===== src/design/mixed_radix_cell_index_defines.svh =====
// ----------------------------------------------------------------------------
// mixed_radix_cell_index_defines.svh
// Assertion macros used by the mixed-radix cell index top level
// ----------------------------------------------------------------------------
`ifndef MIXED_RADIX_CELL_INDEX_DEFINES_SVH
`define MIXED_RADIX_CELL_INDEX_DEFINES_SVH

// same-cycle implication, checked on aclk, off while aresetn is low
`define MRCI_ASSERT_IMP(lbl, ante, cons, msg) \
    lbl: assert property (@(posedge aclk) disable iff (!aresetn) (ante) |-> (cons)) \
        else $error(msg);

// next-cycle implication, checked on aclk, off while aresetn is low
`define MRCI_ASSERT_NXT(lbl, ante, cons, msg) \
    lbl: assert property (@(posedge aclk) disable iff (!aresetn) (ante) |=> (cons)) \
        else $error(msg);

`endif


===== src/design/mrci_pkg.sv =====
// ----------------------------------------------------------------------------
// mrci_pkg
// Types, widths and codes shared by the mixed-radix cell index pipeline
// ----------------------------------------------------------------------------
package mrci_pkg;

    // field widths
    localparam int CELL_RADIX_W = 7;
    localparam int ATOM_RADIX_W = 13;
    localparam int INDEX_W      = 30;
    localparam int COORD_W      = 6;
    localparam int ATOM_W       = 12;
    localparam int ACC_W        = INDEX_W;
    localparam int TOTAL_W      = 3 * CELL_RADIX_W + ATOM_RADIX_W;
    localparam int CFG_INDEX_W  = 2;
    localparam int CFG_DATA_W   = ATOM_RADIX_W;
    localparam int ERR_W        = 3;

    // divider pipeline shape
    localparam int DIV_STEPS_PER_STAGE = 6;
    localparam int DIV_STAGES = (INDEX_W + DIV_STEPS_PER_STAGE - 1) / DIV_STEPS_PER_STAGE;
    localparam int NUM_DIGITS = 3;
    localparam int NUM_STAGES = 2 + NUM_DIGITS * DIV_STAGES;

    typedef enum logic {
        CMD_DECOMPOSE = 1'b0,
        CMD_COMPOSE   = 1'b1
    } mrci_cmd_t;

    typedef enum logic [ERR_W-1:0] {
        ERR_NONE  = 3'd0,
        ERR_INDEX = 3'd1,
        ERR_A     = 3'd2,
        ERR_B     = 3'd3,
        ERR_C     = 3'd4,
        ERR_ATOM  = 3'd5
    } mrci_err_t;

    typedef enum logic [CFG_INDEX_W-1:0] {
        REG_CELLS_A = 2'd0,
        REG_CELLS_B = 2'd1,
        REG_CELLS_C = 2'd2,
        REG_ATOMS   = 2'd3
    } mrci_reg_t;

    // effective radices after zero and saturation handling
    typedef struct packed {
        logic [CELL_RADIX_W-1:0] na;
        logic [CELL_RADIX_W-1:0] nb;
        logic [CELL_RADIX_W-1:0] nc;
        logic [ATOM_RADIX_W-1:0] nt;
    } mrci_radix_t;

    // one input transfer
    typedef struct packed {
        mrci_cmd_t           cmd;
        logic [INDEX_W-1:0]  flat_index;
        logic [COORD_W-1:0]  coord_a;
        logic [COORD_W-1:0]  coord_b;
        logic [COORD_W-1:0]  coord_c;
        logic [ATOM_W-1:0]   atom_number;
    } mrci_in_t;

    // item state carried down the pipeline
    typedef struct packed {
        mrci_cmd_t               cmd;
        logic [INDEX_W-1:0]      idx;
        logic [INDEX_W-1:0]      quo;
        logic [CELL_RADIX_W-1:0] rem;
        logic [COORD_W-1:0]      a;
        logic [COORD_W-1:0]      b;
        logic [COORD_W-1:0]      c;
        logic [ATOM_W-1:0]       atom;
        logic [ACC_W-1:0]        acc;
        logic [TOTAL_W-1:0]      total;
        mrci_err_t               err;
    } mrci_item_t;

    // one result transfer
    typedef struct packed {
        logic [INDEX_W-1:0] out_index;
        logic [COORD_W-1:0] out_a;
        logic [COORD_W-1:0] out_b;
        logic [COORD_W-1:0] out_c;
        logic [ATOM_W-1:0]  out_atom;
        mrci_err_t          error_code;
    } mrci_res_t;

endpackage


===== src/design/mrci_entry.sv =====
// ----------------------------------------------------------------------------
// mrci_entry
// First pipeline stage: coordinate range checks, first compose product and
// first radix product for the total count
// ----------------------------------------------------------------------------
module mrci_entry (
    input  logic                  aclk,
    input  logic                  aresetn,
    input  logic                  advance,
    input  logic                  in_valid,
    input  mrci_pkg::mrci_in_t    in_item,
    input  mrci_pkg::mrci_radix_t radix,
    output logic                  out_valid,
    output mrci_pkg::mrci_item_t  out_item
);

    localparam int CW = mrci_pkg::CELL_RADIX_W;
    localparam int TW = mrci_pkg::ATOM_RADIX_W;
    localparam int AW = mrci_pkg::ACC_W;
    localparam int SW = mrci_pkg::TOTAL_W;

    logic                 valid_reg;
    mrci_pkg::mrci_item_t item_reg;
    mrci_pkg::mrci_item_t item_next;

    // range checks in the order a, b, c, atom; seed compose and total products
    always_comb begin
        item_next       = '0;
        item_next.cmd   = in_item.cmd;
        item_next.idx   = in_item.flat_index;
        item_next.quo   = in_item.flat_index;
        item_next.rem   = '0;
        item_next.a     = in_item.coord_a;
        item_next.b     = in_item.coord_b;
        item_next.c     = in_item.coord_c;
        item_next.atom  = in_item.atom_number;
        item_next.acc   = AW'(in_item.coord_c) + AW'(in_item.atom_number) * AW'(radix.nc);
        item_next.total = SW'(radix.na) * SW'(radix.nb);
        item_next.err   = mrci_pkg::ERR_NONE;
        if (in_item.cmd == mrci_pkg::CMD_COMPOSE) begin
            if (CW'(in_item.coord_a) >= radix.na) begin
                item_next.err = mrci_pkg::ERR_A;
            end else if (CW'(in_item.coord_b) >= radix.nb) begin
                item_next.err = mrci_pkg::ERR_B;
            end else if (CW'(in_item.coord_c) >= radix.nc) begin
                item_next.err = mrci_pkg::ERR_C;
            end else if (TW'(in_item.atom_number) >= radix.nt) begin
                item_next.err = mrci_pkg::ERR_ATOM;
            end
        end
    end

    // stage valid
    always_ff @(posedge aclk) begin
        if (!aresetn) begin
            valid_reg <= 1'b0;
        end else if (advance) begin
            valid_reg <= in_valid;
        end
    end

    // stage payload
    always_ff @(posedge aclk) begin
        if (advance) begin
            item_reg <= item_next;
        end
    end

    assign out_valid = valid_reg;
    assign out_item  = item_reg;

endmodule


===== src/design/mrci_div_stage.sv =====
// ----------------------------------------------------------------------------
// mrci_div_stage
// One divider pipeline stage: STEPS restoring division steps against one
// radix, plus an optional compose / total multiply
// ----------------------------------------------------------------------------
module mrci_div_stage #(
    parameter int DIGIT    = 0,
    parameter int FIRST    = 0,
    parameter int STEPS    = 6,
    parameter int MUL_STEP = 0
) (
    input  logic                  aclk,
    input  logic                  aresetn,
    input  logic                  advance,
    input  logic                  in_valid,
    input  mrci_pkg::mrci_item_t  in_item,
    input  mrci_pkg::mrci_radix_t radix,
    output logic                  out_valid,
    output mrci_pkg::mrci_item_t  out_item
);

    localparam int CW = mrci_pkg::CELL_RADIX_W;
    localparam int IW = mrci_pkg::INDEX_W;
    localparam int XW = mrci_pkg::COORD_W;
    localparam int AW = mrci_pkg::ACC_W;
    localparam int SW = mrci_pkg::TOTAL_W;

    logic                 valid_reg;
    mrci_pkg::mrci_item_t item_reg;
    mrci_pkg::mrci_item_t item_next;
    logic [CW-1:0]        divisor;

    // radix this stage divides by
    generate
        if (DIGIT == 0) begin : g_div_a
            assign divisor = radix.na;
        end else if (DIGIT == 1) begin : g_div_b
            assign divisor = radix.nb;
        end else begin : g_div_c
            assign divisor = radix.nc;
        end
    endgenerate

    // digit handoff, division steps and multiply
    always_comb begin
        logic [CW:0] trial;
        logic        ge;
        item_next = in_item;
        // previous remainder becomes a digit, new division starts from zero
        if (FIRST != 0 && DIGIT > 0) begin
            if (in_item.cmd == mrci_pkg::CMD_DECOMPOSE) begin
                if (DIGIT == 1) begin
                    item_next.a = in_item.rem[XW-1:0];
                end else begin
                    item_next.b = in_item.rem[XW-1:0];
                end
            end
            item_next.rem = '0;
        end
        // restoring division, one quotient bit per step, msb first
        for (int s = 0; s < STEPS; s++) begin
            trial = {item_next.rem, item_next.quo[IW-1]};
            ge    = (trial >= {1'b0, divisor});
            if (ge) begin
                item_next.rem = CW'(trial - {1'b0, divisor});
            end else begin
                item_next.rem = trial[CW-1:0];
            end
            item_next.quo = {item_next.quo[IW-2:0], ge};
        end
        // compose chain and total product
        if (MUL_STEP == 1) begin
            item_next.acc   = AW'(in_item.b) + in_item.acc * AW'(radix.nb);
            item_next.total = in_item.total * SW'(radix.nc);
        end else if (MUL_STEP == 2) begin
            item_next.acc   = AW'(in_item.a) + in_item.acc * AW'(radix.na);
            item_next.total = in_item.total * SW'(radix.nt);
        end
    end

    // stage valid
    always_ff @(posedge aclk) begin
        if (!aresetn) begin
            valid_reg <= 1'b0;
        end else if (advance) begin
            valid_reg <= in_valid;
        end
    end

    // stage payload
    always_ff @(posedge aclk) begin
        if (advance) begin
            item_reg <= item_next;
        end
    end

    assign out_valid = valid_reg;
    assign out_item  = item_reg;

endmodule


===== src/design/mrci_result.sv =====
// ----------------------------------------------------------------------------
// mrci_result
// Last stage: total check for decompose, result selection, zeroing on error,
// output register
// ----------------------------------------------------------------------------
module mrci_result (
    input  logic                 aclk,
    input  logic                 aresetn,
    input  logic                 advance,
    input  logic                 in_valid,
    input  mrci_pkg::mrci_item_t in_item,
    output logic                 out_valid,
    output mrci_pkg::mrci_res_t  out_res
);

    localparam int XW = mrci_pkg::COORD_W;
    localparam int NW = mrci_pkg::ATOM_W;
    localparam int SW = mrci_pkg::TOTAL_W;

    logic                valid_reg;
    mrci_pkg::mrci_res_t res_reg;
    mrci_pkg::mrci_res_t res_next;

    // pick decompose or compose result, zero everything on error
    always_comb begin
        res_next = '0;
        if (in_item.cmd == mrci_pkg::CMD_DECOMPOSE) begin
            res_next.out_index = in_item.idx;
            res_next.out_a     = in_item.a;
            res_next.out_b     = in_item.b;
            res_next.out_c     = in_item.rem[XW-1:0];
            res_next.out_atom  = in_item.quo[NW-1:0];
            if (SW'(in_item.idx) >= in_item.total) begin
                res_next.error_code = mrci_pkg::ERR_INDEX;
            end else begin
                res_next.error_code = mrci_pkg::ERR_NONE;
            end
        end else begin
            res_next.out_index  = in_item.acc;
            res_next.out_a      = in_item.a;
            res_next.out_b      = in_item.b;
            res_next.out_c      = in_item.c;
            res_next.out_atom   = in_item.atom;
            res_next.error_code = in_item.err;
        end
        if (res_next.error_code != mrci_pkg::ERR_NONE) begin
            res_next.out_index = '0;
            res_next.out_a     = '0;
            res_next.out_b     = '0;
            res_next.out_c     = '0;
            res_next.out_atom  = '0;
        end
    end

    // output valid
    always_ff @(posedge aclk) begin
        if (!aresetn) begin
            valid_reg <= 1'b0;
        end else if (advance) begin
            valid_reg <= in_valid;
        end
    end

    // output payload
    always_ff @(posedge aclk) begin
        if (advance) begin
            res_reg <= res_next;
        end
    end

    assign out_valid = valid_reg;
    assign out_res   = res_reg;

endmodule


===== src/design/mixed_radix_cell_index.sv =====
// 17 register stages: one entry stage, 15 divider stages of 6 restoring steps
// each, one output stage. Throughput: one item per cycle while the output is not
// stalled; the three chained 30-bit divisions set the depth.
// Stages drain independently, so bubbles close up while the output is stalled.
// Reset: synchronous active-low aresetn clears all stage valids and sets every
// radix register to 1.
// ----------------------------------------------------------------------------
// mixed_radix_cell_index
// Converts a flat supercell index to cell a, b, c and atom coordinates and
// back, with configurable radices and range checking
// ----------------------------------------------------------------------------
`include "mixed_radix_cell_index_defines.svh"

module mixed_radix_cell_index #(
    parameter int MAX_CELLS_PER_AXIS = 64,
    parameter int MAX_ATOMS          = 4096
) (
    input  logic                                 aclk,
    input  logic                                 aresetn,
    // configuration write channel
    input  logic                                 cfg_valid,
    output logic                                 cfg_ready,
    input  logic [mrci_pkg::CFG_INDEX_W-1:0]     cfg_index,
    input  logic [mrci_pkg::CFG_DATA_W-1:0]      cfg_data,
    // input channel
    input  logic                                 s_valid,
    output logic                                 s_ready,
    input  logic                                 s_command,
    input  logic [mrci_pkg::INDEX_W-1:0]         s_flat_index,
    input  logic [mrci_pkg::COORD_W-1:0]         s_coord_a,
    input  logic [mrci_pkg::COORD_W-1:0]         s_coord_b,
    input  logic [mrci_pkg::COORD_W-1:0]         s_coord_c,
    input  logic [mrci_pkg::ATOM_W-1:0]          s_atom_number,
    // result channel
    output logic                                 m_valid,
    input  logic                                 m_ready,
    output logic [mrci_pkg::INDEX_W-1:0]         m_out_index,
    output logic [mrci_pkg::COORD_W-1:0]         m_out_a,
    output logic [mrci_pkg::COORD_W-1:0]         m_out_b,
    output logic [mrci_pkg::COORD_W-1:0]         m_out_c,
    output logic [mrci_pkg::ATOM_W-1:0]          m_out_atom,
    output logic [mrci_pkg::ERR_W-1:0]           m_error_code
);

    localparam int CW = mrci_pkg::CELL_RADIX_W;
    localparam int TW = mrci_pkg::ATOM_RADIX_W;
    localparam int NS = mrci_pkg::NUM_STAGES;
    localparam int DS = mrci_pkg::DIV_STAGES;
    localparam int SPS = mrci_pkg::DIV_STEPS_PER_STAGE;
    localparam int IW = mrci_pkg::INDEX_W;

    // saturation limits, clipped to what the radix registers can hold
    localparam int CELL_SAT_I = (MAX_CELLS_PER_AXIS > (1 << CW) - 1) ?
                                (1 << CW) - 1 : MAX_CELLS_PER_AXIS;
    localparam int ATOM_SAT_I = (MAX_ATOMS > (1 << TW) - 1) ? (1 << TW) - 1 : MAX_ATOMS;
    localparam logic [CW-1:0] CELL_SAT = CW'(CELL_SAT_I);
    localparam logic [TW-1:0] ATOM_SAT = TW'(ATOM_SAT_I);

    logic [CW-1:0] cells_a_reg;
    logic [CW-1:0] cells_b_reg;
    logic [CW-1:0] cells_c_reg;
    logic [TW-1:0] atoms_reg;

    mrci_pkg::mrci_radix_t radix;
    mrci_pkg::mrci_in_t    in_item;
    mrci_pkg::mrci_item_t  stage_item [NS-1];
    logic [NS-1:0]         stage_valid;
    logic [NS-1:0]         advance;
    mrci_pkg::mrci_res_t   res;

    // configuration registers
    assign cfg_ready = 1'b1;

    always_ff @(posedge aclk) begin
        if (!aresetn) begin
            cells_a_reg <= CW'(1);
            cells_b_reg <= CW'(1);
            cells_c_reg <= CW'(1);
            atoms_reg   <= TW'(1);
        end else if (cfg_valid && cfg_ready) begin
            case (mrci_pkg::mrci_reg_t'(cfg_index))
                mrci_pkg::REG_CELLS_A: begin
                    cells_a_reg <= cfg_data[CW-1:0];
                end
                mrci_pkg::REG_CELLS_B: begin
                    cells_b_reg <= cfg_data[CW-1:0];
                end
                mrci_pkg::REG_CELLS_C: begin
                    cells_c_reg <= cfg_data[CW-1:0];
                end
                mrci_pkg::REG_ATOMS: begin
                    atoms_reg <= cfg_data[TW-1:0];
                end
                default: begin
                end
            endcase
        end
    end

    // effective radices: zero reads as one, large values saturate
    assign radix.na = (cells_a_reg == '0) ? CW'(1) :
                      ((cells_a_reg > CELL_SAT) ? CELL_SAT : cells_a_reg);
    assign radix.nb = (cells_b_reg == '0) ? CW'(1) :
                      ((cells_b_reg > CELL_SAT) ? CELL_SAT : cells_b_reg);
    assign radix.nc = (cells_c_reg == '0) ? CW'(1) :
                      ((cells_c_reg > CELL_SAT) ? CELL_SAT : cells_c_reg);
    assign radix.nt = (atoms_reg == '0) ? TW'(1) :
                      ((atoms_reg > ATOM_SAT) ? ATOM_SAT : atoms_reg);

    // input payload
    assign in_item.cmd         = mrci_pkg::mrci_cmd_t'(s_command);
    assign in_item.flat_index  = s_flat_index;
    assign in_item.coord_a     = s_coord_a;
    assign in_item.coord_b     = s_coord_b;
    assign in_item.coord_c     = s_coord_c;
    assign in_item.atom_number = s_atom_number;

    // per-stage advance: a stage loads when it is empty or the next one loads
    assign advance[NS-1] = !stage_valid[NS-1] || m_ready;

    generate
        for (genvar i = 0; i < NS - 1; i++) begin : g_adv
            assign advance[i] = !stage_valid[i] || advance[i+1];
        end
    endgenerate

    assign s_ready = advance[0];

    // entry stage
    mrci_entry u_entry (
        .aclk      (aclk),
        .aresetn   (aresetn),
        .advance   (advance[0]),
        .in_valid  (s_valid),
        .in_item   (in_item),
        .radix     (radix),
        .out_valid (stage_valid[0]),
        .out_item  (stage_item[0])
    );

    // divider stages for radix a, b and c
    generate
        for (genvar k = 1; k < NS - 1; k++) begin : g_div
            localparam int DIG = (k - 1) / DS;
            localparam int POS = (k - 1) % DS;
            localparam int STP = (IW - POS * SPS < SPS) ? IW - POS * SPS : SPS;
            localparam int MUL = (k <= 2) ? k : 0;

            mrci_div_stage #(
                .DIGIT    (DIG),
                .FIRST    ((POS == 0) ? 1 : 0),
                .STEPS    (STP),
                .MUL_STEP (MUL)
            ) u_div (
                .aclk      (aclk),
                .aresetn   (aresetn),
                .advance   (advance[k]),
                .in_valid  (stage_valid[k-1]),
                .in_item   (stage_item[k-1]),
                .radix     (radix),
                .out_valid (stage_valid[k]),
                .out_item  (stage_item[k])
            );
        end
    endgenerate

    // output stage
    mrci_result u_result (
        .aclk      (aclk),
        .aresetn   (aresetn),
        .advance   (advance[NS-1]),
        .in_valid  (stage_valid[NS-2]),
        .in_item   (stage_item[NS-2]),
        .out_valid (stage_valid[NS-1]),
        .out_res   (res)
    );

    assign m_valid      = stage_valid[NS-1];
    assign m_out_index  = res.out_index;
    assign m_out_a      = res.out_a;
    assign m_out_b      = res.out_b;
    assign m_out_c      = res.out_c;
    assign m_out_atom   = res.out_atom;
    assign m_error_code = res.error_code;

    // checks
    `MRCI_ASSERT_IMP(a_err_zeroes_fields, m_valid && (m_error_code != mrci_pkg::ERR_NONE), (m_out_index == '0) && (m_out_a == '0) && (m_out_b == '0) && (m_out_c == '0) && (m_out_atom == '0), "error result carries nonzero fields")
    `MRCI_ASSERT_IMP(a_full_only_when_stalled, !s_ready, m_valid && !m_ready, "input blocked while output not stalled")
    `MRCI_ASSERT_NXT(a_no_phantom_result, !m_valid && !stage_valid[NS-2], !m_valid, "result appeared without an item behind it")

endmodule


===== config.mk =====
export PLATFORM = sky130hd
export DESIGN_NAME = mixed_radix_cell_index
export DESIGN_NICKNAME = d
export VERILOG_FILES = /design/src/design/mrci_pkg.sv /design/src/design/mrci_entry.sv /design/src/design/mrci_div_stage.sv /design/src/design/mrci_result.sv /design/src/design/mixed_radix_cell_index.sv
export VERILOG_INCLUDE_DIRS = /design/src /design/src/design
export SDC_FILE = /design/constraint.sdc
export NUM_CORES = 2
export LEC_CHECK = 0
export ABC_AREA = 1
export BUFFER_PORTS_ARGS = -buffer_cell sky130_fd_sc_hd__buf_2
export CELL_PAD_IN_SITES_DETAIL_PLACEMENT = 2
export CELL_PAD_IN_SITES_GLOBAL_PLACEMENT = 2
export CORE_MARGIN = 4
export CORE_UTILIZATION = 48
export DETAILED_ROUTE_END_ITERATION = 10
export PLACE_DENSITY_LB_ADDON = 0.1
export SLEW_MARGIN = 40
export SYNTH_ARGS = -nofsm -noshare
export SYNTH_HDL_FRONTEND = slang
export SYNTH_SLANG_ARGS = --single-unit
export TNS_END_PERCENT = 10

===== constraint.sdc =====
create_clock -name aclk -period 49.9 [get_ports aclk]
set_input_delay 4.99 -clock aclk [delete_from_list [all_inputs] [get_ports aclk]]
set_output_delay 4.99 -clock aclk [all_outputs]
set_load 0.05 [all_outputs]

==> results.toml, run 1 <==
[placement]
hpwl_um = 485000
gp_congestion = 0.867
port_buffers = 145

[clock_network]
cts_setup_buffers = 0
cts-htree-levels = 5
clock-sinks = 2538
numCtsBuffers = 290
cts_resized = 0
postCtsHoldBufs = 0
cts.path.max_buffers = 4
cts_root_buf = "clkbuf_16"

[yosys]
synth_cell_types = 76
synth.largest_area_cell = "edfxtp_1"
async_flop_share = 0
netlist_top_cells_area = "edfxtp_1, fa_1, ha_1"
yosys_warnings = 0
synth_area_um2 = 138000
synth.most_common_cell = "edfxtp_1"
syn_area_per_cell_um2 = 11.7
synth_fp_nets = 13553
synth_edf_count = 2487
ys_ff_latch = 2538
netlist_top_cells_count = "edfxtp_1, nand2_1, inv_1, ha_1, nor2_1"
ys_seq_area_frac = 0.549
ys.flop_type = "edfxtp_1"
postSynthCellCount = 11815
netlist.area_leader.share = 0.542

[die]
initial_utilization = 0.483
die_h_um = 544
die_x_um = 544
io_pins = 147
core.rowCount = 196

[outcome]
status = "did not finish"
haltStage = "clock tree synthesis (4_1_cts)"
stop_error = "[ERROR DPL-0033] detailed placement checks failed during check placement."
-- logic make-up after synthesis --
kind of cell	share of synthesized area
other cells	0.0000272
flops	0.549
buf+inv	0.0517
simple gates	0.128
mux	0.00439
fa+ha+maj	0.186
xor+xnor	0.0320
compound gates	0.0485
-- per-stage QoR --
step | setup slack (ns) | utilization | instance area (µm²) | cells
floorplan | 13.43 | - | 138000 | 11815
detailed placement | 32.85 | 0.503 | 144000 | 15690
global placement | 33.98 | 0.503 | 143000 | 15687
==> run 2, diff against run 1 <==
Settings changed: CELL_PAD_IN_SITES_DETAIL_PLACEMENT 2 to default, CELL_PAD_IN_SITES_GLOBAL_PLACEMENT 2 to default, CORE_UTILIZATION 48 to 40, PLACE_DENSITY_LB_ADDON 0.1 to 0.15.
==> run 2 against run 1 <==
Compared with the run above:
- the flow now finishes without violations
- area after synthesis unchanged
- synthesized cell count stayed put
==> results.toml, run 2 <==
[clock_network]
cts.clk_slew.worst_paths_ns = 0.06
cts-htree-levels = 5
cts_resized = 0
cts_setup_buffers = 0
worstSkewPairLatency_ns = 0.90
numCtsBuffers = 284
postCtsHoldBufs = 0
cts_root_buf = "clkbuf_16"
clock-sinks = 2538
tritoncts = "built"
cts.path.max_buffers = 4

[yosys]
postSynthCellCount = 11815
synth_fp_nets = 13553
netlist_top_cells_area = "edfxtp_1, fa_1, ha_1"
synth_area_um2 = 138000
async_flop_share = 0
synth.largest_area_cell = "edfxtp_1"
synth_edf_count = 2487
netlist.area_leader.share = 0.542
synth.most_common_cell = "edfxtp_1"
yosys_warnings = 0
netlist_top_cells_count = "edfxtp_1, nand2_1, inv_1, ha_1, nor2_1"
ys_ff_latch = 2538
synth_cell_types = 76
ys_seq_area_frac = 0.549
ys.flop_type = "edfxtp_1"
syn_area_per_cell_um2 = 11.7

[critical_path]
crit_path_end_kind = "primary output"
required_ns = 44.91
critPathArrivalTime_ns = 10.12
critPathMaxFanout = 65
worst-path-stages = 17
reg2reg_to = "g_div[4].u_div.out_item[98]"
cp_top_family = "simple AND/OR/NAND/NOR gates"
crit_chain = "buf_2 -> inv_1 -> nand2_8 -> nor2_4 -> nand4_1 -> nor2_2 -> nand4_1 -> buf_12 -> nor2_2 -> nand2_4 -> nor2_2 -> nand2_4 -> nor2_2 -> nand2_4 -> nor2_2 -> nand2_4 -> buf_2"
cp-startpoint = "m_ready"
crit_buf_inv = 4
cpMaxStageDelayCell = "nor2_2"
cp_slowest_stage_delay_ns = 0.46
reg2regPathDepth = 58
critPathCapture = "s_ready"
rrSetupSlack_ns = 36.84
r2r-start = "cells_a_reg[5]"
cp-start-kind = "input pin"
critPathKind = "input pin to primary output"
crit_top_cell = "nor2_2"

[cells_and_area]
final_common_cell = "edfxtp_1"
areaGrowthSynthToFinish_pct = 11.8
num-fill-cells = 31050
nets = 13955
layout_common_cells = "edfxtp_1, nand2_1, inv_1"
drive_above_1_share = 0.0815
final_area_um2 = 154000
largest_reg_flops = 2326

[die]
core.rowCount = 215
initial_utilization = 0.402
dieArea_um2 = 354000
die_x_um = 595
core_area_um2 = 343000
io_pins = 147
die_h_um = 595

[timing]
tightest_slew_ns = 0.855
timing.fmax_ghz = 0.0662
setup_violations = 0
skew_ns = 0.0632
finalHoldWorstSlack_ns = 0.387
slew_viol_final = 0
slew_headroom = 0.428
fin_crit_ns = 15.11
min_period_over_period = 0.303
finalHoldViolCount = 0
setup-tns-final_ns = 0
rsz0062_at_grt = "false"

[drt]
vias = 83843
drt-initial-drc-count = 5276
wire_per_inst_um = 19.0
postRouteAntennaNets = 0
routed_wl_um = 324000
avgViaCountPerCell = 4.93
drt_first_pass_iters = 5
drc = 0

[placement]
dpl_cell_area_um2 = 145000
hpwl_um = 242000
port_buffers = 145
gp_congestion = 0.896

[outcome]
status = "finished, final reports clean"

[global_route]
grt_pass1_vias = 85639
gr-total-overflow = 0
grt_pass1_wl_um = 504000
grt_usage = 0.182
grt_max_degree = 136
antenna_found_initial = 43

[flow_run]
drv_cap = 0

[worst_hold_path]
min_path_type = "register to register"
run 2: area by class of cell:
class / count / area (µm²) / share of cell area
diodes: 19 / 47.5 / 0.000309
clock buffers: 342 / 7470 / 0.0485
clock inverters: 167 / 1810 / 0.0118
inverters: 1706 / 6460 / 0.0419
multi-input cells: 7431 / 55100 / 0.358
flip-flops and latches: 2538 / 75700 / 0.491
well taps: 4557 / 5700 / 0.0370
repair buffers: 256 / 1740 / 0.0113
run 2: worst min-delay path by stage:
stage	startpoint	to	slack, ns	cells past startpoint
2_1_floorplan	g_div[9].u_div.out_item[0]	g_div[10].u_div.out_item[0]	0.40	0
3_3_place_gp	u_entry.out_item[83]	g_div[1].u_div.out_item[83]	0.40	0
3_5_place_dp	g_div[9].u_div.out_item[145]	g_div[10].u_div.out_item[145]	0.40	0
4_1_cts	g_div[4].u_div.out_item[49]	g_div[5].u_div.out_item[49]	0.38	0
5_1_grt	g_div[7].u_div.out_item[6]	g_div[8].u_div.out_item[6]	0.38	0
6_report	g_div[4].u_div.out_item[72]	g_div[5].u_div.out_item[72]	0.39	0
run 2: stage by stage:
step,cells,setup WS (ns),utilization
after global routing,17012,34.28,0.449
after detailed placement,16483,34.22,0.422
after floorplan,11815,13.43,-
after CTS,16992,34.19,0.449
after global placement,16481,34.32,0.421
final,17016,34.79,0.449
run 2: cell families (layout without fill, tap and decap cells):
| group | count (synthesis) | in the layout | synth area share |
|---|---|---|---|
| simple gates | 4034 | 4034 | 0.128 |
| flops | 2538 | 2538 | 0.549 |
| buf+inv | 1846 | 2471 | 0.0517 |
| fa+ha+maj | 1657 | 1657 | 0.186 |
| compound gates | 1176 | 1176 | 0.0485 |
| xor+xnor | 504 | 504 | 0.0320 |
| mux | 59 | 59 | 0.00439 |
| other cells | 1 | 20 | 0.0000272 |
run 2: layer usage:
metal  GRT usage  share of wire  vias up
met5           0       0.000040        -
met4      0.0694          0.041        2
met3      0.0254          0.052      567
met2       0.292           0.45     2130
met1       0.252           0.45    40394
li1            -              -    40750
Power of run 2 is not shown: default switching activity piles up to over one toggle a cycle in this logic, so the estimate is an artifact.
